$ cat src/rtl/core/aes_rpu_pkg.sv
// Shared types, constants and GF(2^8) helpers for the AES round primitive unit.
// Depends on nothing; every module of the unit imports it.
`timescale 1ns / 1ps

package aes_rpu_pkg;

	typedef enum logic [3:0] {
		CMD_SUB_FWD    = 4'd0,
		CMD_SUB_INV    = 4'd1,
		CMD_SHIFT_FWD  = 4'd2,
		CMD_SHIFT_INV  = 4'd3,
		CMD_MIX_FWD    = 4'd4,
		CMD_MIX_INV    = 4'd5,
		CMD_HSHIFT_FWD = 4'd6,
		CMD_HSHIFT_INV = 4'd7,
		CMD_SBOX8_FWD  = 4'd8,
		CMD_SBOX8_INV  = 4'd9,
		CMD_SUBW_FWD   = 4'd10,
		CMD_SUBW_INV   = 4'd11,
		CMD_ROTWORD    = 4'd12,
		CMD_RCON       = 4'd13,
		CMD_MIXB_FWD   = 4'd14,
		CMD_MIXB_INV   = 4'd15
	} cmd_t;

	localparam int STATE_W = 128;
	localparam int RCON_N  = 10;
	localparam logic [7:0] POLY_LOW = 8'h1B;

	// Stage-2 payload: command, state, S-box outputs, shifted state, RotWord,
	// round constant and the xtime powers of every state byte, handed to the combine stage.
	typedef struct packed {
		cmd_t               cmd;
		logic [STATE_W-1:0] st;
		logic [STATE_W-1:0] sub;
		logic [STATE_W-1:0] shifted;
		logic [STATE_W-1:0] x2;
		logic [STATE_W-1:0] x4;
		logic [STATE_W-1:0] x8;
		logic [31:0]        rot;
		logic [7:0]         rcon;
	} lookup_t;

	localparam logic [7:0] RCON_TAB [RCON_N] = '{
		8'h01, 8'h02, 8'h04, 8'h08, 8'h10, 8'h20, 8'h40, 8'h80, 8'h1B, 8'h36
	};

	localparam logic [3:0] MIX_FWD_K [4] = '{4'd2, 4'd3, 4'd1, 4'd1};
	localparam logic [3:0] MIX_INV_K [4] = '{4'd14, 4'd11, 4'd13, 4'd9};

	localparam logic [7:0] FWD_SBOX [256] = '{
		8'h63,8'h7c,8'h77,8'h7b,8'hf2,8'h6b,8'h6f,8'hc5,8'h30,8'h01,8'h67,8'h2b,8'hfe,8'hd7,8'hab,8'h76,
		8'hca,8'h82,8'hc9,8'h7d,8'hfa,8'h59,8'h47,8'hf0,8'had,8'hd4,8'ha2,8'haf,8'h9c,8'ha4,8'h72,8'hc0,
		8'hb7,8'hfd,8'h93,8'h26,8'h36,8'h3f,8'hf7,8'hcc,8'h34,8'ha5,8'he5,8'hf1,8'h71,8'hd8,8'h31,8'h15,
		8'h04,8'hc7,8'h23,8'hc3,8'h18,8'h96,8'h05,8'h9a,8'h07,8'h12,8'h80,8'he2,8'heb,8'h27,8'hb2,8'h75,
		8'h09,8'h83,8'h2c,8'h1a,8'h1b,8'h6e,8'h5a,8'ha0,8'h52,8'h3b,8'hd6,8'hb3,8'h29,8'he3,8'h2f,8'h84,
		8'h53,8'hd1,8'h00,8'hed,8'h20,8'hfc,8'hb1,8'h5b,8'h6a,8'hcb,8'hbe,8'h39,8'h4a,8'h4c,8'h58,8'hcf,
		8'hd0,8'hef,8'haa,8'hfb,8'h43,8'h4d,8'h33,8'h85,8'h45,8'hf9,8'h02,8'h7f,8'h50,8'h3c,8'h9f,8'ha8,
		8'h51,8'ha3,8'h40,8'h8f,8'h92,8'h9d,8'h38,8'hf5,8'hbc,8'hb6,8'hda,8'h21,8'h10,8'hff,8'hf3,8'hd2,
		8'hcd,8'h0c,8'h13,8'hec,8'h5f,8'h97,8'h44,8'h17,8'hc4,8'ha7,8'h7e,8'h3d,8'h64,8'h5d,8'h19,8'h73,
		8'h60,8'h81,8'h4f,8'hdc,8'h22,8'h2a,8'h90,8'h88,8'h46,8'hee,8'hb8,8'h14,8'hde,8'h5e,8'h0b,8'hdb,
		8'he0,8'h32,8'h3a,8'h0a,8'h49,8'h06,8'h24,8'h5c,8'hc2,8'hd3,8'hac,8'h62,8'h91,8'h95,8'he4,8'h79,
		8'he7,8'hc8,8'h37,8'h6d,8'h8d,8'hd5,8'h4e,8'ha9,8'h6c,8'h56,8'hf4,8'hea,8'h65,8'h7a,8'hae,8'h08,
		8'hba,8'h78,8'h25,8'h2e,8'h1c,8'ha6,8'hb4,8'hc6,8'he8,8'hdd,8'h74,8'h1f,8'h4b,8'hbd,8'h8b,8'h8a,
		8'h70,8'h3e,8'hb5,8'h66,8'h48,8'h03,8'hf6,8'h0e,8'h61,8'h35,8'h57,8'hb9,8'h86,8'hc1,8'h1d,8'h9e,
		8'he1,8'hf8,8'h98,8'h11,8'h69,8'hd9,8'h8e,8'h94,8'h9b,8'h1e,8'h87,8'he9,8'hce,8'h55,8'h28,8'hdf,
		8'h8c,8'ha1,8'h89,8'h0d,8'hbf,8'he6,8'h42,8'h68,8'h41,8'h99,8'h2d,8'h0f,8'hb0,8'h54,8'hbb,8'h16
	};

	localparam logic [7:0] INV_SBOX [256] = '{
		8'h52,8'h09,8'h6a,8'hd5,8'h30,8'h36,8'ha5,8'h38,8'hbf,8'h40,8'ha3,8'h9e,8'h81,8'hf3,8'hd7,8'hfb,
		8'h7c,8'he3,8'h39,8'h82,8'h9b,8'h2f,8'hff,8'h87,8'h34,8'h8e,8'h43,8'h44,8'hc4,8'hde,8'he9,8'hcb,
		8'h54,8'h7b,8'h94,8'h32,8'ha6,8'hc2,8'h23,8'h3d,8'hee,8'h4c,8'h95,8'h0b,8'h42,8'hfa,8'hc3,8'h4e,
		8'h08,8'h2e,8'ha1,8'h66,8'h28,8'hd9,8'h24,8'hb2,8'h76,8'h5b,8'ha2,8'h49,8'h6d,8'h8b,8'hd1,8'h25,
		8'h72,8'hf8,8'hf6,8'h64,8'h86,8'h68,8'h98,8'h16,8'hd4,8'ha4,8'h5c,8'hcc,8'h5d,8'h65,8'hb6,8'h92,
		8'h6c,8'h70,8'h48,8'h50,8'hfd,8'hed,8'hb9,8'hda,8'h5e,8'h15,8'h46,8'h57,8'ha7,8'h8d,8'h9d,8'h84,
		8'h90,8'hd8,8'hab,8'h00,8'h8c,8'hbc,8'hd3,8'h0a,8'hf7,8'he4,8'h58,8'h05,8'hb8,8'hb3,8'h45,8'h06,
		8'hd0,8'h2c,8'h1e,8'h8f,8'hca,8'h3f,8'h0f,8'h02,8'hc1,8'haf,8'hbd,8'h03,8'h01,8'h13,8'h8a,8'h6b,
		8'h3a,8'h91,8'h11,8'h41,8'h4f,8'h67,8'hdc,8'hea,8'h97,8'hf2,8'hcf,8'hce,8'hf0,8'hb4,8'he6,8'h73,
		8'h96,8'hac,8'h74,8'h22,8'he7,8'had,8'h35,8'h85,8'he2,8'hf9,8'h37,8'he8,8'h1c,8'h75,8'hdf,8'h6e,
		8'h47,8'hf1,8'h1a,8'h71,8'h1d,8'h29,8'hc5,8'h89,8'h6f,8'hb7,8'h62,8'h0e,8'haa,8'h18,8'hbe,8'h1b,
		8'hfc,8'h56,8'h3e,8'h4b,8'hc6,8'hd2,8'h79,8'h20,8'h9a,8'hdb,8'hc0,8'hfe,8'h78,8'hcd,8'h5a,8'hf4,
		8'h1f,8'hdd,8'ha8,8'h33,8'h88,8'h07,8'hc7,8'h31,8'hb1,8'h12,8'h10,8'h59,8'h27,8'h80,8'hec,8'h5f,
		8'h60,8'h51,8'h7f,8'ha9,8'h19,8'hb5,8'h4a,8'h0d,8'h2d,8'he5,8'h7a,8'h9f,8'h93,8'hc9,8'h9c,8'hef,
		8'ha0,8'he0,8'h3b,8'h4d,8'hae,8'h2a,8'hf5,8'hb0,8'hc8,8'heb,8'hbb,8'h3c,8'h83,8'h53,8'h99,8'h61,
		8'h17,8'h2b,8'h04,8'h7e,8'hba,8'h77,8'hd6,8'h26,8'he1,8'h69,8'h14,8'h63,8'h55,8'h21,8'h0c,8'h7d
	};

	// Multiply by x in GF(2^8).
	function automatic logic [7:0] xtime(input logic [7:0] x);
		return {x[6:0], 1'b0} ^ (x[7] ? POLY_LOW : 8'h00);
	endfunction

	// Product with a 4-bit constant, built from precomputed x, 2x, 4x, 8x.
	function automatic logic [7:0] gmul_k(input logic [7:0] x1, input logic [7:0] x2,
			input logic [7:0] x4, input logic [7:0] x8, input logic [3:0] k);
		return (k[0] ? x1 : 8'h00) ^ (k[1] ? x2 : 8'h00) ^
			(k[2] ? x4 : 8'h00) ^ (k[3] ? x8 : 8'h00);
	endfunction

	// Byte 4c+r of the result comes from column c+r (forward) or c-r (inverse).
	function automatic logic [STATE_W-1:0] shift_rows(input logic [STATE_W-1:0] s,
			input logic inv);
		logic [STATE_W-1:0] t;
		logic [1:0]         src;
		t = '0;
		for (int c = 0; c < 4; c++) begin
			for (int r = 0; r < 4; r++) begin
				src = inv ? 2'(c - r) : 2'(c + r);
				t[8*(4*c+r) +: 8] = s[8*(4*int'(src)+r) +: 8];
			end
		end
		return t;
	endfunction

endpackage

$ cat src/rtl/core/aes_rpu_combine.sv
// Third pipeline stage: MixColumns xor network, single-byte MixColumn and
// the final result select with zero fill. Depends on aes_rpu_pkg.
`timescale 1ns / 1ps

module aes_rpu_combine import aes_rpu_pkg::*; (
	input  logic               clk,
	input  logic               load,
	input  lookup_t            lookup_s2,
	output logic [STATE_W-1:0] result_s3
);

	logic [STATE_W-1:0] mix;
	logic [STATE_W-1:0] res;
	logic [3:0]         k;
	logic [7:0]         acc;
	logic [7:0]         b1, b2, b4, b8;

	assign b1 = lookup_s2.st[7:0];
	assign b2 = lookup_s2.x2[7:0];
	assign b4 = lookup_s2.x4[7:0];
	assign b8 = lookup_s2.x8[7:0];

	always_comb begin
		mix = '0;
		for (int c = 0; c < 4; c++) begin
			for (int r = 0; r < 4; r++) begin
				acc = 8'h00;
				for (int j = 0; j < 4; j++) begin
					k = (lookup_s2.cmd == CMD_MIX_INV) ? MIX_INV_K[2'(j - r)]
						: MIX_FWD_K[2'(j - r)];
					acc = acc ^ gmul_k(lookup_s2.st[8*(4*c+j) +: 8],
						lookup_s2.x2[8*(4*c+j) +: 8], lookup_s2.x4[8*(4*c+j) +: 8],
						lookup_s2.x8[8*(4*c+j) +: 8], k);
				end
				mix[8*(4*c+r) +: 8] = acc;
			end
		end
	end

	always_comb begin
		unique case (lookup_s2.cmd)
			CMD_SUB_FWD, CMD_SUB_INV:       res = lookup_s2.sub;
			CMD_SHIFT_FWD, CMD_SHIFT_INV:   res = lookup_s2.shifted;
			CMD_MIX_FWD, CMD_MIX_INV:       res = mix;
			CMD_HSHIFT_FWD, CMD_HSHIFT_INV: res = {64'h0, lookup_s2.shifted[63:0]};
			CMD_SBOX8_FWD, CMD_SBOX8_INV:   res = {64'h0, lookup_s2.sub[63:0]};
			CMD_SUBW_FWD, CMD_SUBW_INV:     res = {96'h0, lookup_s2.sub[31:0]};
			CMD_ROTWORD:                    res = {96'h0, lookup_s2.rot};
			CMD_RCON:                       res = {120'h0, lookup_s2.rcon};
			CMD_MIXB_FWD:                   res = {96'h0, b2 ^ b1, b1, b1, b2};
			CMD_MIXB_INV:                   res = {96'h0, b8 ^ b2 ^ b1, b8 ^ b4 ^ b1,
				b8 ^ b1, b8 ^ b4 ^ b2};
			default:                        res = '0;
		endcase
	end

	always_ff @(posedge clk) begin
		if (load) begin
			result_s3 <= res;
		end
	end

endmodule

$ cat config.mk
export PLATFORM = sky130hd
export DESIGN_NAME = aes_rpu_combine
export DESIGN_NICKNAME = d
export VERILOG_FILES = /design/src/rtl/core/aes_rpu_pkg.sv /design/src/rtl/core/aes_rpu_combine.sv
export SDC_FILE = /design/constraint.sdc
export NUM_CORES = 1
export LEC_CHECK = 0
export CAP_MARGIN = 10
export CORE_AREA = 10 10 361 363
export DETAILED_ROUTE_END_ITERATION = 16
export DIE_AREA = 0 0 371 373
export DONT_BUFFER_PORTS = 1
export SYNTH_ARGS = -nofsm -noshare
export SYNTH_HDL_FRONTEND = slang
export SYNTH_SLANG_ARGS = --single-unit
$ cat constraint.sdc
create_clock -name clk -period 2.27 [get_ports clk]
set_input_delay 0.454 -clock clk [delete_from_list [all_inputs] [get_ports clk]]
set_output_delay 0.454 -clock clk [all_outputs]
set_load 0.03 [all_outputs]
==> metrics.yaml <==
yosysTopAreaCell: "xnor2_1"
stdcell_area_um2: 16300
grt_pass1_wl_um: 138000
hp-class: "primary input to register"
rsz0062_at_grt: "no"
cp.buffers_inverters: 0
synth.top_cell.area_share_pct: 33.4
die_h_um: 373
grt_pass1_vias: 12100
dpl_cell_area_um2: 15600
numCtsBuffers: 17
multi_input_area_um2: 9140
crit_family: "compound AO/OA/AOI/OAI gates"
slowest_stage: "and3b_1"
crit_required_ns: 2.61
period_share_pct: 89.5
cts_tree: "done"
gp_congestion: 0.939
seqPwrFrac_pct: 38.0
p_leak_nw: 4.65
combPwrFrac_pct: 29.4
core_um2: 123000
clockPowerShare_pct: 32.6
tightestPinTransition_ns: 0.800
status: "finished clean"
num-fill-cells: 14100
synth_fp_nets: 2277
overflow: 0
hold_viol_final: 0
place.detailed.hpwl_um: 98000
row_count: 129
fin_nets: 2279
yosysWarnings: 0
start_kind: "primary input"
vias_per_cell: 3.88
syn_area_per_cell_um2: 9.12
synthFlopType: "edfxtp_1"
top_regs: "result_s3 x128"
total_power_mw: 10.0
root_buffer: "clkbuf_16"
max_stage_delay_ns: 0.70
async_flop_share_pct: 0
setup_viol_count_final: 0
initial_utilization_pct: 10.8
wire_per_inst_um: 35.7
die_w_um: 371
htreeDepth: 4
dr.pass1.iters: 5
routed_wl_um: 112000
cts_sinks: 128
place_inst: 3081
worstPathArrival_ns: 2.37
worst_setup_path_end_kind: "register"
post_cts_buffers: 0
slew_headroom_pct: 46.1
clkTransAtPathRegs_ns: 0.06
cap_violations: 0
holdWs_ns: 0.0840
power.switching_mw: 3.82
ys_top_cells_by_count: "xnor2_1, nand2_1, xor2_1"
cellPowerDensity_nw_per_um2: 617
synthCells: 1463
ys_seq_area_share_pct: 28.8
swShare_pct: 38.0
synth.distinct_cells: 38
crit_fanout: 152
synth.area.top_cells: "xnor2_1, edfxtp_1, xor2_1"
layout-drive-gt1-share_pct: 7.24
syn2layout_area_growth_pct: 22.0
ys_ff_latch: 128
fin_cells: 3125
track_usage_pct: 15.4
largest_register_ffs: 128
die-area_um2: 138000
period_minus_slack_ns: 2.03
antenna_found_initial: 46
largest-register: "result_s3"
numPortBuffers: 0
critPathKind: "primary input to register"
grt_max_degree: 153
pin_count: 942
drc: 0
cts_max_path_buffers: 2
num_vias: 12100
drv_slew: 0
synth-edff-count: 128
yosysMostFrequentCell: "xnor2_1"
regArea_um2: 3840
crit_chain: "and3b_1, a21oi_1, o21ai_0, a21oi_1, o21ai_0"
fmax_mhz: 492
drtAntennaViolNets: 0
p_int_mw: 6.23
synth_area_um2: 13300
vdd_ir_drop_max_mv: 0.464
finalSetupTns_ns: 0
drt_iter0_markers: 1309
## worst paths after layout
path                  slack (ns)  cells after the start                 endpoint           start
worst max-delay path        0.24                      5  result_s3[31]$_DFFE_PP_  lookup_s2[808]
worst min-delay path        0.08                      0  result_s3[21]$_DFFE_PP_            load
## per-layer routing
| layer | track usage [%] | vias up | share of wire (%) |
|---|---|---|---|
| li1 | - | 5066 | - |
| met1 | 18.2 | 5989 | 40 |
| met2 | 25.6 | 881 | 48 |
| met3 | 6.96 | 139 | 11 |
| met4 | 2.48 | 48 | 1.4 |
| met5 | 0 | - | 0.26 |
## power by group through the flow
stage,Sequential [mW],Combinational (mW),Clock [mW]
floorplan,3.55,2.14,0
global placement,3.92,2.91,0
detailed placement,3.90,2.94,0
CTS,3.86,2.97,3.47
global route,3.84,3.19,3.53
finish,3.82,2.95,3.27
## final cells by class
type                            count  share of cell area, %
Clock inverter                     14                   1.15
Timing Repair Buffer               66                   3.69
Antenna cell                       10                  0.154
Inverter                            1                 0.0307
Tap cell                         1637                   12.6
Multi-Input combinational cell   1251                   56.1
Sequential cell                   128                   23.6
Clock buffer                       18                   2.64
## metrics by stage
stage | utilization [%] | setup slack [ns]
after floorplan | - | 0.498
after global placement | 12.7 | -0.0259
after detailed placement | 12.7 | -0.0274
after CTS | 13.2 | 0.346
after global routing | 13.2 | 0.354
final | 13.2 | 0.239
## kinds of logic (layout without fill, tap and decap cells)
family	Yosys count	count (layout)	share of synthesized area [%]
AOI/OAI and AO/OA	322	322	14.7
and+or+nand+nor	276	276	10.6
muxes	5	5	0.375
buffers and inverters	84	99	2.86
other	0	10	0
DFF	128	128	28.8
xor gates and xnor gates	648	648	42.6
## timing repair
item                      4_1_cts  5_1_grt
hold endpoints to repair        2        0
hold buffers                    2        0
resized for setup               0        0
## cell usage in the layout, fill, tap and decap left out, types with 3 or more instances in the layout
cell / n
nand2b_1: 8
o21ai_0: 113
buf_12: 8
a211o_1: 5
o221ai_1: 6
a221o_1: 6
xnor2_1: 508
nor2b_1: 13
clkbuf_16: 17
bufinv_16: 4
a22oi_1: 39
edfxtp_1: 128
nand3_1: 3
clkinvlp_4: 3
a31oi_1: 64
o22ai_1: 13
a21oi_1: 40
nor3b_1: 71
a221oi_1: 8
a221oi_2: 3
buf_4: 56
nand2_1: 150
diode_2: 10
o21ai_1: 19
clkinv_2: 4
a222oi_1: 5
mux2i_1: 5
nor2_1: 19
xor2_1: 139
Note: power is estimated with default switching activity, not from simulation.
